<file path="config.mk">
export PLATFORM = sky130hd
export DESIGN_NAME = shared_pool_dual_fifo_queue
export DESIGN_NICKNAME = d
export VERILOG_FILES = /design/src/sdq_pkg.sv /design/src/sdq_node_mem.sv /design/src/sdq_ctrl.sv /design/src/shared_pool_dual_fifo_queue.sv
export SDC_FILE = /design/constraint.sdc
export NUM_CORES = 2
export LEC_CHECK = 0
export ABC_CLOCK_PERIOD_IN_PS = 6590
export BUFFER_PORTS_ARGS = -buffer_cell sky130_fd_sc_hd__buf_4
export CAP_MARGIN = 20
export CORE_UTILIZATION = 62
export CTS_BUF_LIST = sky130_fd_sc_hd__clkbuf_16
export DETAILED_ROUTE_END_ITERATION = 8
export GPL_TIMING_DRIVEN = 0
export PLACE_DENSITY = 0.79
export SYNTH_ARGS = -nofsm -noshare
export SYNTH_HDL_FRONTEND = slang
export SYNTH_HIERARCHICAL = 1
export SYNTH_SLANG_ARGS = --single-unit
</file>
<file path="constraint.sdc">
create_clock -name clk -period 6.59 [get_ports clk]
set_input_delay 0.3295 -clock clk [delete_from_list [all_inputs] [get_ports clk]]
set_output_delay 0.3295 -clock clk [all_outputs]
set_load 0.02 [all_outputs]
</file>
<file path="src/sdq_pkg.sv">
`default_nettype none
// ----------------------------------------------------------------------------
// sdq_pkg
// Shared types and constants for the shared-pool dual message queue.
// ----------------------------------------------------------------------------
package sdq_pkg;

	localparam int POOL_DEPTH_DEF = 32;
	localparam int CNT_W          = 6;
	localparam logic [CNT_W-1:0] MAX_MSG_RST = 6'd32;

	// operation codes on func
	localparam logic FUNC_PUSH = 1'b0;
	localparam logic FUNC_POP  = 1'b1;

	typedef struct packed {
		logic [7:0]  msg_type;
		logic [7:0]  msg_size;
		logic [15:0] data_handle;
		logic [7:0]  data_tag;
	} payload_t;

	// write enables from the queue control to the node store
	typedef struct packed {
		logic pay;
		logic link;
	} mem_we_t;

	typedef struct packed {
		logic             status;
		payload_t         pay;
		logic [CNT_W-1:0] count;
	} result_t;

endpackage
`default_nettype wire

</file>
<file path="src/sdq_node_mem.sv">
`default_nettype none
// ----------------------------------------------------------------------------
// sdq_node_mem
// Node payload and link store, one read port with registered data and
// write-first forwarding of a same-cycle write.
// ----------------------------------------------------------------------------
module sdq_node_mem #(
	parameter int POOL_DEPTH = sdq_pkg::POOL_DEPTH_DEF
) (
	input  wire                          clk,
	input  wire                          arst_n,
	input  wire sdq_pkg::mem_we_t        we,
	input  wire [$clog2(POOL_DEPTH)-1:0] pay_waddr,
	input  wire sdq_pkg::payload_t       pay_wdata,
	input  wire [$clog2(POOL_DEPTH)-1:0] link_waddr,
	input  wire [$clog2(POOL_DEPTH)-1:0] link_wdata,
	input  wire [$clog2(POOL_DEPTH)-1:0] raddr,
	output sdq_pkg::payload_t            rd_pay,
	output logic [$clog2(POOL_DEPTH)-1:0] rd_link
);

	localparam int IDX_W = $clog2(POOL_DEPTH);

	sdq_pkg::payload_t pay_mem [POOL_DEPTH];
	logic [IDX_W-1:0]  link_mem [POOL_DEPTH];

	sdq_pkg::payload_t pay_rd_q, pay_byp_q;
	logic [IDX_W-1:0]  link_rd_q, link_byp_q;
	logic              pay_hit_q, link_hit_q;

	always_ff @(posedge clk) begin
		if (we.pay) begin
			pay_mem[pay_waddr] <= pay_wdata;
		end
		if (we.link) begin
			link_mem[link_waddr] <= link_wdata;
		end
		pay_rd_q   <= pay_mem[raddr];
		link_rd_q  <= link_mem[raddr];
		pay_byp_q  <= pay_wdata;
		link_byp_q <= link_wdata;
	end

	always_ff @(posedge clk or negedge arst_n) begin
		if (!arst_n) begin
			pay_hit_q  <= 1'b0;
			link_hit_q <= 1'b0;
		end else begin
			pay_hit_q  <= we.pay && (pay_waddr == raddr);
			link_hit_q <= we.link && (link_waddr == raddr);
		end
	end

	assign rd_pay  = pay_hit_q ? pay_byp_q : pay_rd_q;
	assign rd_link = link_hit_q ? link_byp_q : link_rd_q;

endmodule
`default_nettype wire

</file>
<file path="src/sdq_ctrl.sv">
`default_nettype none
// ----------------------------------------------------------------------------
// sdq_ctrl
// Queue heads, tails, free map and held count; executes one push or pop
// per cycle and forms its result.
// ----------------------------------------------------------------------------
module sdq_ctrl #(
	parameter int POOL_DEPTH = sdq_pkg::POOL_DEPTH_DEF
) (
	input  wire                                  clk,
	input  wire                                  arst_n,
	input  wire                                  valid_s1,
	input  wire                                  func_s1,
	input  wire                                  sel_s1,
	input  wire [sdq_pkg::CNT_W-1:0]             max_msg,
	input  wire sdq_pkg::payload_t               rd_pay,
	input  wire [$clog2(POOL_DEPTH)-1:0]         rd_link,
	output logic [1:0][$clog2(POOL_DEPTH)-1:0]   head_nx,
	output sdq_pkg::mem_we_t                     we,
	output logic [$clog2(POOL_DEPTH)-1:0]        pay_waddr,
	output logic [$clog2(POOL_DEPTH)-1:0]        link_waddr,
	output logic [$clog2(POOL_DEPTH)-1:0]        link_wdata,
	output sdq_pkg::result_t                     res
);

	localparam int IDX_W = $clog2(POOL_DEPTH);

	logic [1:0][IDX_W-1:0]         head_q, tail_q, tail_d;
	logic [1:0]                    ne_q, ne_d;
	logic [POOL_DEPTH-1:0]         free_q, free_d;
	logic [sdq_pkg::CNT_W-1:0]     cnt_q, cnt_d;
	logic [IDX_W-1:0]              n_free, h;
	logic                          push_ok, pop_ok;

	// lowest free node
	always_comb begin
		n_free = '0;
		for (int i = POOL_DEPTH - 1; i >= 0; i--) begin
			if (free_q[i]) begin
				n_free = IDX_W'(i);
			end
		end
	end

	assign h       = head_q[sel_s1];
	assign push_ok = valid_s1 && (func_s1 == sdq_pkg::FUNC_PUSH)
		&& (cnt_q < max_msg) && (|free_q);
	assign pop_ok  = valid_s1 && (func_s1 == sdq_pkg::FUNC_POP) && ne_q[sel_s1];

	always_comb begin
		head_nx    = head_q;
		tail_d     = tail_q;
		ne_d       = ne_q;
		free_d     = free_q;
		cnt_d      = cnt_q;
		we         = '0;
		pay_waddr  = n_free;
		link_waddr = tail_q[sel_s1];
		link_wdata = n_free;
		if (push_ok) begin
			we.pay         = 1'b1;
			free_d[n_free] = 1'b0;
			if (ne_q[sel_s1]) begin
				we.link = 1'b1;
			end else begin
				head_nx[sel_s1] = n_free;
				ne_d[sel_s1]    = 1'b1;
			end
			tail_d[sel_s1] = n_free;
			cnt_d          = cnt_q + 1'b1;
		end else if (pop_ok) begin
			if (h == tail_q[sel_s1]) begin
				ne_d[sel_s1] = 1'b0;
			end else begin
				head_nx[sel_s1] = rd_link;
			end
			free_d[h] = 1'b1;
			if (cnt_q != '0) begin
				cnt_d = cnt_q - 1'b1;
			end
		end
		res.status = !(push_ok || pop_ok);
		res.pay    = pop_ok ? rd_pay : '0;
		res.count  = cnt_d;
	end

	always_ff @(posedge clk or negedge arst_n) begin
		if (!arst_n) begin
			head_q <= '0;
			tail_q <= '0;
			ne_q   <= '0;
			free_q <= '1;
			cnt_q  <= '0;
		end else begin
			head_q <= head_nx;
			tail_q <= tail_d;
			ne_q   <= ne_d;
			free_q <= free_d;
			cnt_q  <= cnt_d;
		end
	end

endmodule
`default_nettype wire

</file>
<file path="src/shared_pool_dual_fifo_queue.sv">
`default_nettype none
// ----------------------------------------------------------------------------
// shared_pool_dual_fifo_queue
// Incoming and outgoing message queues kept as linked lists in one shared
// node pool, with a limit on the total number of held messages.
// ----------------------------------------------------------------------------
//
//  channel   handshake               payload
//  -------   ---------------------   ------------------------------------------
//  command   start / busy            func, queue_select, msg_type, msg_size,
//                                    data_handle, data_tag
//  result    done (one-cycle strobe) status, out_type, out_size, out_handle,
//                                    out_tag, total_count
//  config    cfg_valid / cfg_ready   cfg_data (max_messages)
//
//  One command is taken per cycle while busy is low. Its result strobes on done
//  after the transfer passes the input register, while the node store reads the
//  head node, and then the result register. The whole push or pop (free node
//  search, link update, count) is combinational logic between those registers.
//  busy and cfg_ready hold off transfers during reset and until rdy_q is set.
//  No clearing pass: the node store is not reset. Results cannot be stalled.
//
module shared_pool_dual_fifo_queue #(
	parameter int POOL_DEPTH = sdq_pkg::POOL_DEPTH_DEF
) (
	input  wire                             clk,
	input  wire                             arst_n,
	// command
	input  wire                             start,
	output logic                            busy,
	input  wire                             func,
	input  wire                             queue_select,
	input  wire [7:0]                       msg_type,
	input  wire [7:0]                       msg_size,
	input  wire [15:0]                      data_handle,
	input  wire [7:0]                       data_tag,
	// result
	output logic                            done,
	output logic                            status,
	output logic [7:0]                      out_type,
	output logic [7:0]                      out_size,
	output logic [15:0]                     out_handle,
	output logic [7:0]                      out_tag,
	output logic [sdq_pkg::CNT_W-1:0]       total_count,
	// configuration
	input  wire                             cfg_valid,
	output logic                            cfg_ready,
	input  wire [sdq_pkg::CNT_W-1:0]        cfg_data
);

	localparam int IDX_W = $clog2(POOL_DEPTH);

	logic                        rdy_q;
	logic                        accept;
	logic [sdq_pkg::CNT_W-1:0]   max_q;

	logic                        valid_s1, func_s1, sel_s1;
	sdq_pkg::payload_t           pay_s1;

	logic [1:0][IDX_W-1:0]       head_nx;
	sdq_pkg::mem_we_t            we;
	logic [IDX_W-1:0]            pay_waddr, link_waddr, link_wdata, rd_link;
	sdq_pkg::payload_t           rd_pay;
	sdq_pkg::result_t            res_d, res_q;
	logic                        done_q;

	// hold off both channels until the first cycle after reset
	always_ff @(posedge clk or negedge arst_n) begin
		if (!arst_n) begin
			rdy_q <= 1'b0;
		end else begin
			rdy_q <= 1'b1;
		end
	end

	assign busy      = !rdy_q;
	assign cfg_ready = rdy_q;
	assign accept    = start && rdy_q;

	// message limit register
	always_ff @(posedge clk or negedge arst_n) begin
		if (!arst_n) begin
			max_q <= sdq_pkg::MAX_MSG_RST;
		end else if (cfg_valid && cfg_ready) begin
			max_q <= cfg_data;
		end
	end

	// input register: capture the command on transfer
	always_ff @(posedge clk or negedge arst_n) begin
		if (!arst_n) begin
			valid_s1 <= 1'b0;
		end else begin
			valid_s1 <= accept;
		end
	end

	always_ff @(posedge clk) begin
		if (accept) begin
			func_s1            <= func;
			sel_s1             <= queue_select;
			pay_s1.msg_type    <= msg_type;
			pay_s1.msg_size    <= msg_size;
			pay_s1.data_handle <= data_handle;
			pay_s1.data_tag    <= data_tag;
		end
	end

	// Read the head of the addressed queue as it stands after the command now
	// in the input register; the store forwards that command's own writes.
	sdq_node_mem #(
		.POOL_DEPTH (POOL_DEPTH)
	) u_mem (
		.clk        (clk),
		.arst_n     (arst_n),
		.we         (we),
		.pay_waddr  (pay_waddr),
		.pay_wdata  (pay_s1),
		.link_waddr (link_waddr),
		.link_wdata (link_wdata),
		.raddr      (head_nx[queue_select]),
		.rd_pay     (rd_pay),
		.rd_link    (rd_link)
	);

	sdq_ctrl #(
		.POOL_DEPTH (POOL_DEPTH)
	) u_ctrl (
		.clk        (clk),
		.arst_n     (arst_n),
		.valid_s1   (valid_s1),
		.func_s1    (func_s1),
		.sel_s1     (sel_s1),
		.max_msg    (max_q),
		.rd_pay     (rd_pay),
		.rd_link    (rd_link),
		.head_nx    (head_nx),
		.we         (we),
		.pay_waddr  (pay_waddr),
		.link_waddr (link_waddr),
		.link_wdata (link_wdata),
		.res        (res_d)
	);

	// result register: strobe for one cycle
	always_ff @(posedge clk or negedge arst_n) begin
		if (!arst_n) begin
			done_q <= 1'b0;
		end else begin
			done_q <= valid_s1;
		end
	end

	always_ff @(posedge clk) begin
		if (valid_s1) begin
			res_q <= res_d;
		end
	end

	assign done        = done_q;
	assign status      = res_q.status;
	assign out_type    = res_q.pay.msg_type;
	assign out_size    = res_q.pay.msg_size;
	assign out_handle  = res_q.pay.data_handle;
	assign out_tag     = res_q.pay.data_tag;
	assign total_count = res_q.count;

endmodule
`default_nettype wire

</file>
Word level (Yosys, flattened, before mapping)
Memory sizes are Yosys's and may differ from the RTL's. A register that Yosys moved wholly into a read port is not among the register bits.
Cells that the tools add are included.
- register bits: 205
- memory bits (writable): 1440
- input bits: 52
- word-level logic and storage cells: 145
- memories: 2
- $add $sub $neg: 2
- magnitude comparators: 8
- equal/unequal tests: 4
- multiplexer cells: 72
- bitwise gates (word level): 7
- reductions and logical operators: 20
- memories (memory ; words ; width ; rd ports ; clocked after memory_dff ; write ports ; line ; RTL):
    u_mem.pay_mem ; 32 ; 40 ; 1 ; 1 ; 1 ; sdq_node_mem.sv:24 ; sdq_pkg::payload_t pay_mem [POOL_DEPTH];
    u_mem.link_mem ; 32 ; 5 ; 1 ; 1 ; 1 ; sdq_node_mem.sv:25 ; logic [IDX_W-1:0] link_mem [POOL_DEPTH];
- operator list (cell ; number):
    $mux 5 ; 40
    $mux 32 ; 2
    $mux 10 ; 4
    $mux 40 ; 1
    $and 32x32->32 ; 1
    $not 32->32 ; 1
    $or 32x32->32 ; 1
    $reduce_or 32->1 ; 1
    $bwmux 10 ; 3
    $mux 6 ; 3
    $eq 5x5->1 ; 3
    $logic_and 1x1->1 ; 12
    $lt 5x6->1 const B ; 2
    $demux 1 s5 ; 2
    $ge 5x1->1 const B ; 2
    $mux 1 ; 10
    $mux 2 ; 5
    $add 6x1->6 const B ; 1
    $lt 6x6->1 ; 1
    $reduce_bool 6->1 ; 1
    $sub 6x1->6 const B ; 1
    $demux 5 s1 ; 1
    $lt 1x2->1 const B ; 2
    $reduce_bool 2->1 ; 2
    10 further kinds ; 11

Longest topological paths before layout
- depth in word-level cells: 39
- depth in mapped cells: 17

Cells and area by module
Netlist, hierarchy kept.
- by module, submodules not included (module ; times used ; cells an instance ; area each (sq um) ; seq. area each (sq um)):
    sdq_node_mem ; 1 ; 3322 ; 58628.7 ; 45093.2
    sdq_ctrl ; 1 ; 451 ; 3936.3 ; 1541.5
    shared_pool_dual_fifo_queue ; 1 ; 113 ; 3071.7 ; 2899.0

Worst setup path before layout
Ideal clock, no wire load.
- path kind: flip-flop to flip-flop
- start: register u_ctrl.free_q[1]
- end: memory u_mem/pay_mem[9][0] (netlist bit), enable pin
- setup time: 438 ps
- arrival time: 5318 ps
- data required time: 6152 ps
- slack: 834 ps
- stages on the path, launching flop included: 8
- buffers on the path: 3
- period minus slack after synthesis: 5756 ps
- cell sequence: dfstp_2 > buf_2 > or4_4 > nor3_1 > buf_4 > clkbuf_1 > or3b_2 > nor2_1
- elaborated cells on any way between the ends: 7
- RTL lines (element ; line ; RTL):
    start, declared ; sdq_ctrl.sv:30 ; logic [POOL_DEPTH-1:0] free_q, free_d;
    start signal, assigned ; sdq_ctrl.sv:98 ; free_q <= free_d;
    $mux 5 (2 in a row) ; sdq_ctrl.sv:39 ; if (free_q[i]) begin
    via link_wdata[3] ; shared_pool_dual_fifo_queue.sv:62 ; logic [IDX_W-1:0] pay_waddr, link_waddr, link_wdata, rd_link;
    end, declared ; sdq_node_mem.sv:24 ;
The timed path passes the listed nets, and every way through them passes these cells.

==> metrics.txt <==
layout cells sized above 1=0.159; most area-hungry cell type in the Yosys netlist=edfxtp_1; outcome=finished, final reports clean; setup slack, reg-to-reg=880 ps; critical path arrival=roughly 6300 ps; area of the multi-input gates=around 0.015 mm^2; PortBufs=~100; Max Freq=~0.18 GHz; async set or reset register ratio after synthesis=0.0420; DR iter-0 viols=4,418; Worst-Margin Slew=approximately 1100 ps; Die X=327 um; largest net degree at the start of global routing=72; Final Wtd Congestion=0.896; Via density=about 6.4; post-synthesis compound-gate area fraction=0.0557; Main synth FF type=edfxtp_1; core area=about 0.10 mm^2; critical path type=reg2reg; Finished Cell Area=~0.076 mm^2; clk sinks=1,690; Slew headroom=0.237; vias in the first global route=approximately 36,000; Cell variety after synth=just under 70; # DRC=0; Slowest-stage cell, CP=a31oi_1; io pins=between 100 and 150; HPWL reported at the end of detailed placement=103,000 um; Die Y=327 um; cell count after synthesis=approximately 3,900; post-DR wirelength/cell=about 27 um; Antenna diodes=0; CTS max path bufs=3; clk root buf=clkbuf_16; Non-Filler Instances=approximately 5,800; sequential area share after synthesis=0.755; clk slew on worst S/H paths=approximately 70 ps; P_leak=between 0.02 and 0.025 uW; largest fanout on the critical path=10; Post-Synth Adder-Cell Area=0.00153; Area growth, synth to finish=15.4%; Startpoint Class=flip-flop; Worst R2R Start=u_ctrl/cnt_q[2]; Synth Net Count=about 3,900; via count=between 30,000 and 40,000; Num CTS Buffers=~160; post-cts resize count=0; RSZ-0062 raised after global routing=false; Hold EP=valid_s1; min-delay src=start; hold crit path type=in2reg; Total Routed Length=roughly 160,000 um; antenna-violating nets left=0; Synth Area per Inst=between 15 and 20 um^2; TritonCTS clock tree=yes; Ys Warns=6; synthesized flop and latch total=~1,700; Post-Place Cell Area=between 0.06 and 0.07 mm^2; endpoints failing setup=0; CP peak stage delay=around 810 ps; Tot GR Track Use=0.293; CP Capture Type=flip-flop; gr ovfl total=0; final hold vios=0; Die Area=0.107 mm^2; worst vdd ir=roughly 250 uV; setup tns final=0 ps; Max Cap Viol=0; Commonest cells post-synth=edfxtp_1, mux2i_1, a21oi_1; simple-gate share of the synthesized area=0.0429; number of synthesized flops with an enable pin=~1,500; Register-to-Register Path Depth=15; hold path depth=2; first-pass GRT wire length=228,000 um; CP required=7150 ps; FILL cells=6,126; register area=approximately 0.050 mm^2; final net count=4,337; mapped cell area=roughly 0.066 mm^2; clk_lat worst skew=a little under 800 ps; fraction of synthesized cell area in xor and xnor cells=0.00307; initial antenna violation count=4; Critical Path Most Common Cell=a31oi_1; pwr dens=275 mW/mm^2; # rows=approximately 120; most common cell in the netlist=edfxtp_1; reg-to-reg endpoint=u_mem/pay_rd_q[8]; Worst Setup SP=u_ctrl/cnt_q[2]; area share of the largest cell type after synthesis=0.700; clk_skew=roughly 40 ps; post-synthesis mux area share=0.122; period utilization=0.867; Pwr Total=just over 20,000 uW; starting density of the core=0.630; largest family of logic cells by synthesized area=multiplexers; final slew viol count=0; DRT Pass-1 Iters=6; top post-synthesis cells by area=edfxtp_1, mux2i_1, dfxtp_1; Tmin final=5710 ps; Cell Chain, Critical Path=ha_1, a21oi_1, o21ai_0, a31oi_1, o21ai_4, nor3_1, a221oi_1, mux2_2, buf_4, nor2_4, buf_2, buf_1, nand2_1, a31oi_1, nand3_1; # Post-CTS Setup Buffers=0; Cell Count Post-Placement=approximately 5,400; H-tree depth=4
## registers in the layout, summed over array words and instances (netlist names), 16 cells and up, named ones only
register,cells
u_mem/pay_byp_q,40
u_mem/pay_rd_q,40
u_ctrl/free_q,32
u_mem/pay_mem,1280
out_handle,16
u_mem/link_mem,160
pay_s1,40
## report_power, final
group          internal, uW  switching, uW  leakage [uW]
Combinational          98.0            112       0.00628
Sequential            11700           55.0        0.0152
Clock                  5010           3860       0.00266
## timing repair
action	CTS	global route
setup endpoints to repair	0	0
hold endpoints to repair	86	0
hold buffers	55	0
## per-layer routing
metal / part of all wire / vias up / track usage / routed length, um
met1: 0.38 / 18700 / 0.387 / 60700
li1: - / 16000 / - / -
met3: 0.11 / 310 / 0.0900 / 18100
met4: 0.031 / 4 / 0.0980 / 4910
met2: 0.47 / 1956 / 0.468 / 75400
met5: 0.00013 / - / 0 / 20
## through the flow
stage / hold WS [ps] / setup slack, ps / util
final: 125 / 879 / 0.727
after floorplan: 33.9 / 834 / -
after global routing: 109 / 690 / 0.727
after global placement: 499 / -3210 / 0.654
after CTS: 94.8 / 949 / 0.719
after detailed placement: 499 / 1010 / 0.665
## layout by cell type, fill, tap and decap left out, types with 6 or more instances in the layout
cell type | synthesis | layout
a21oi_1 | 205 | 205
a221oi_1 | 9 | 9
a22o_1 | 90 | 90
a22oi_1 | 135 | 135
a31oi_1 | 54 | 54
and2_1 | 45 | 45
buf_1 | 8 | 8
buf_12 | 0 | 29
buf_16 | 0 | 37
buf_2 | 75 | 75
buf_4 | 64 | 165
buf_6 | 7 | 9
bufinv_16 | 0 | 10
clkbuf_1 | 59 | 59
clkbuf_16 | 0 | 168
clkinv_1 | 0 | 35
clkinv_2 | 0 | 30
clkinvlp_4 | 0 | 6
dfrtp_1 | 38 | 37
dfstp_2 | 33 | 33
dfxtp_1 | 90 | 90
dlygate4sd3_1 | 0 | 55
edfxtp_1 | 1529 | 1529
ha_1 | 8 | 8
inv_1 | 28 | 67
mux2_2 | 63 | 63
mux2_4 | 6 | 6
mux2i_1 | 721 | 721
nand2_1 | 157 | 157
nand3_1 | 148 | 148
nand3b_1 | 12 | 12
nor2_1 | 112 | 80
nor2_4 | 1 | 33
nor3_1 | 55 | 54
nor4_1 | 12 | 12
o211ai_1 | 6 | 6
o21ai_0 | 15 | 15
or3b_2 | 6 | 6
xnor2_1 | 12 | 12
xor2_1 | 11 | 11
## cell type report
class / instances / share of cell area
Buffer: 214 / 0.0157
Timing Repair Buffer: 227 / 0.0393
Inverter: 30 / 0.00149
Sequential cell: 1690 / 0.654
Tap cell: 1380 / 0.0228
Multi-Input combinational cell: 1952 / 0.199
Clock buffer: 168 / 0.0555
Clock inverter: 131 / 0.0122
## worst max-delay path by stage
stage                           end  slack, ps
2_1_floorplan   u_mem/pay_mem[9][0]        830
3_3_place_gp   u_mem/pay_mem[8][16]      -3210
3_5_place_dp   u_mem/pay_mem[8][17]       1010
4_1_cts        u_mem/pay_mem[8][17]        950
5_1_grt          u_mem/pay_rd_q[11]        690
6_report          u_mem/pay_rd_q[8]        880
## critical path, delay by kind of cell (launching register included)
| family | cells | cell delay, ps |
|---|---|---|
| AO/OA/AOI/OAI | 6 | 2020 |
| AND/OR/NAND/NOR | 4 | 1250 |
| buffers and inverters | 3 | 1100 |
| flip-flops | 1 | 460 |
| multiplexers | 1 | 340 |
| adder cells (fa/ha/maj) | 1 | 320 |
## cells by family (layout without fill, tap and decap cells)
family          Yosys count  after routing
mux                     790            790
xor+xnor                 23             23
other cells               1              1
simple gates            583            583
flops                  1690           1690
compound gates          547            547
fa+ha+maj                 8              8
buf+inv                 244            770
Power figures use the tool's default switching activity.
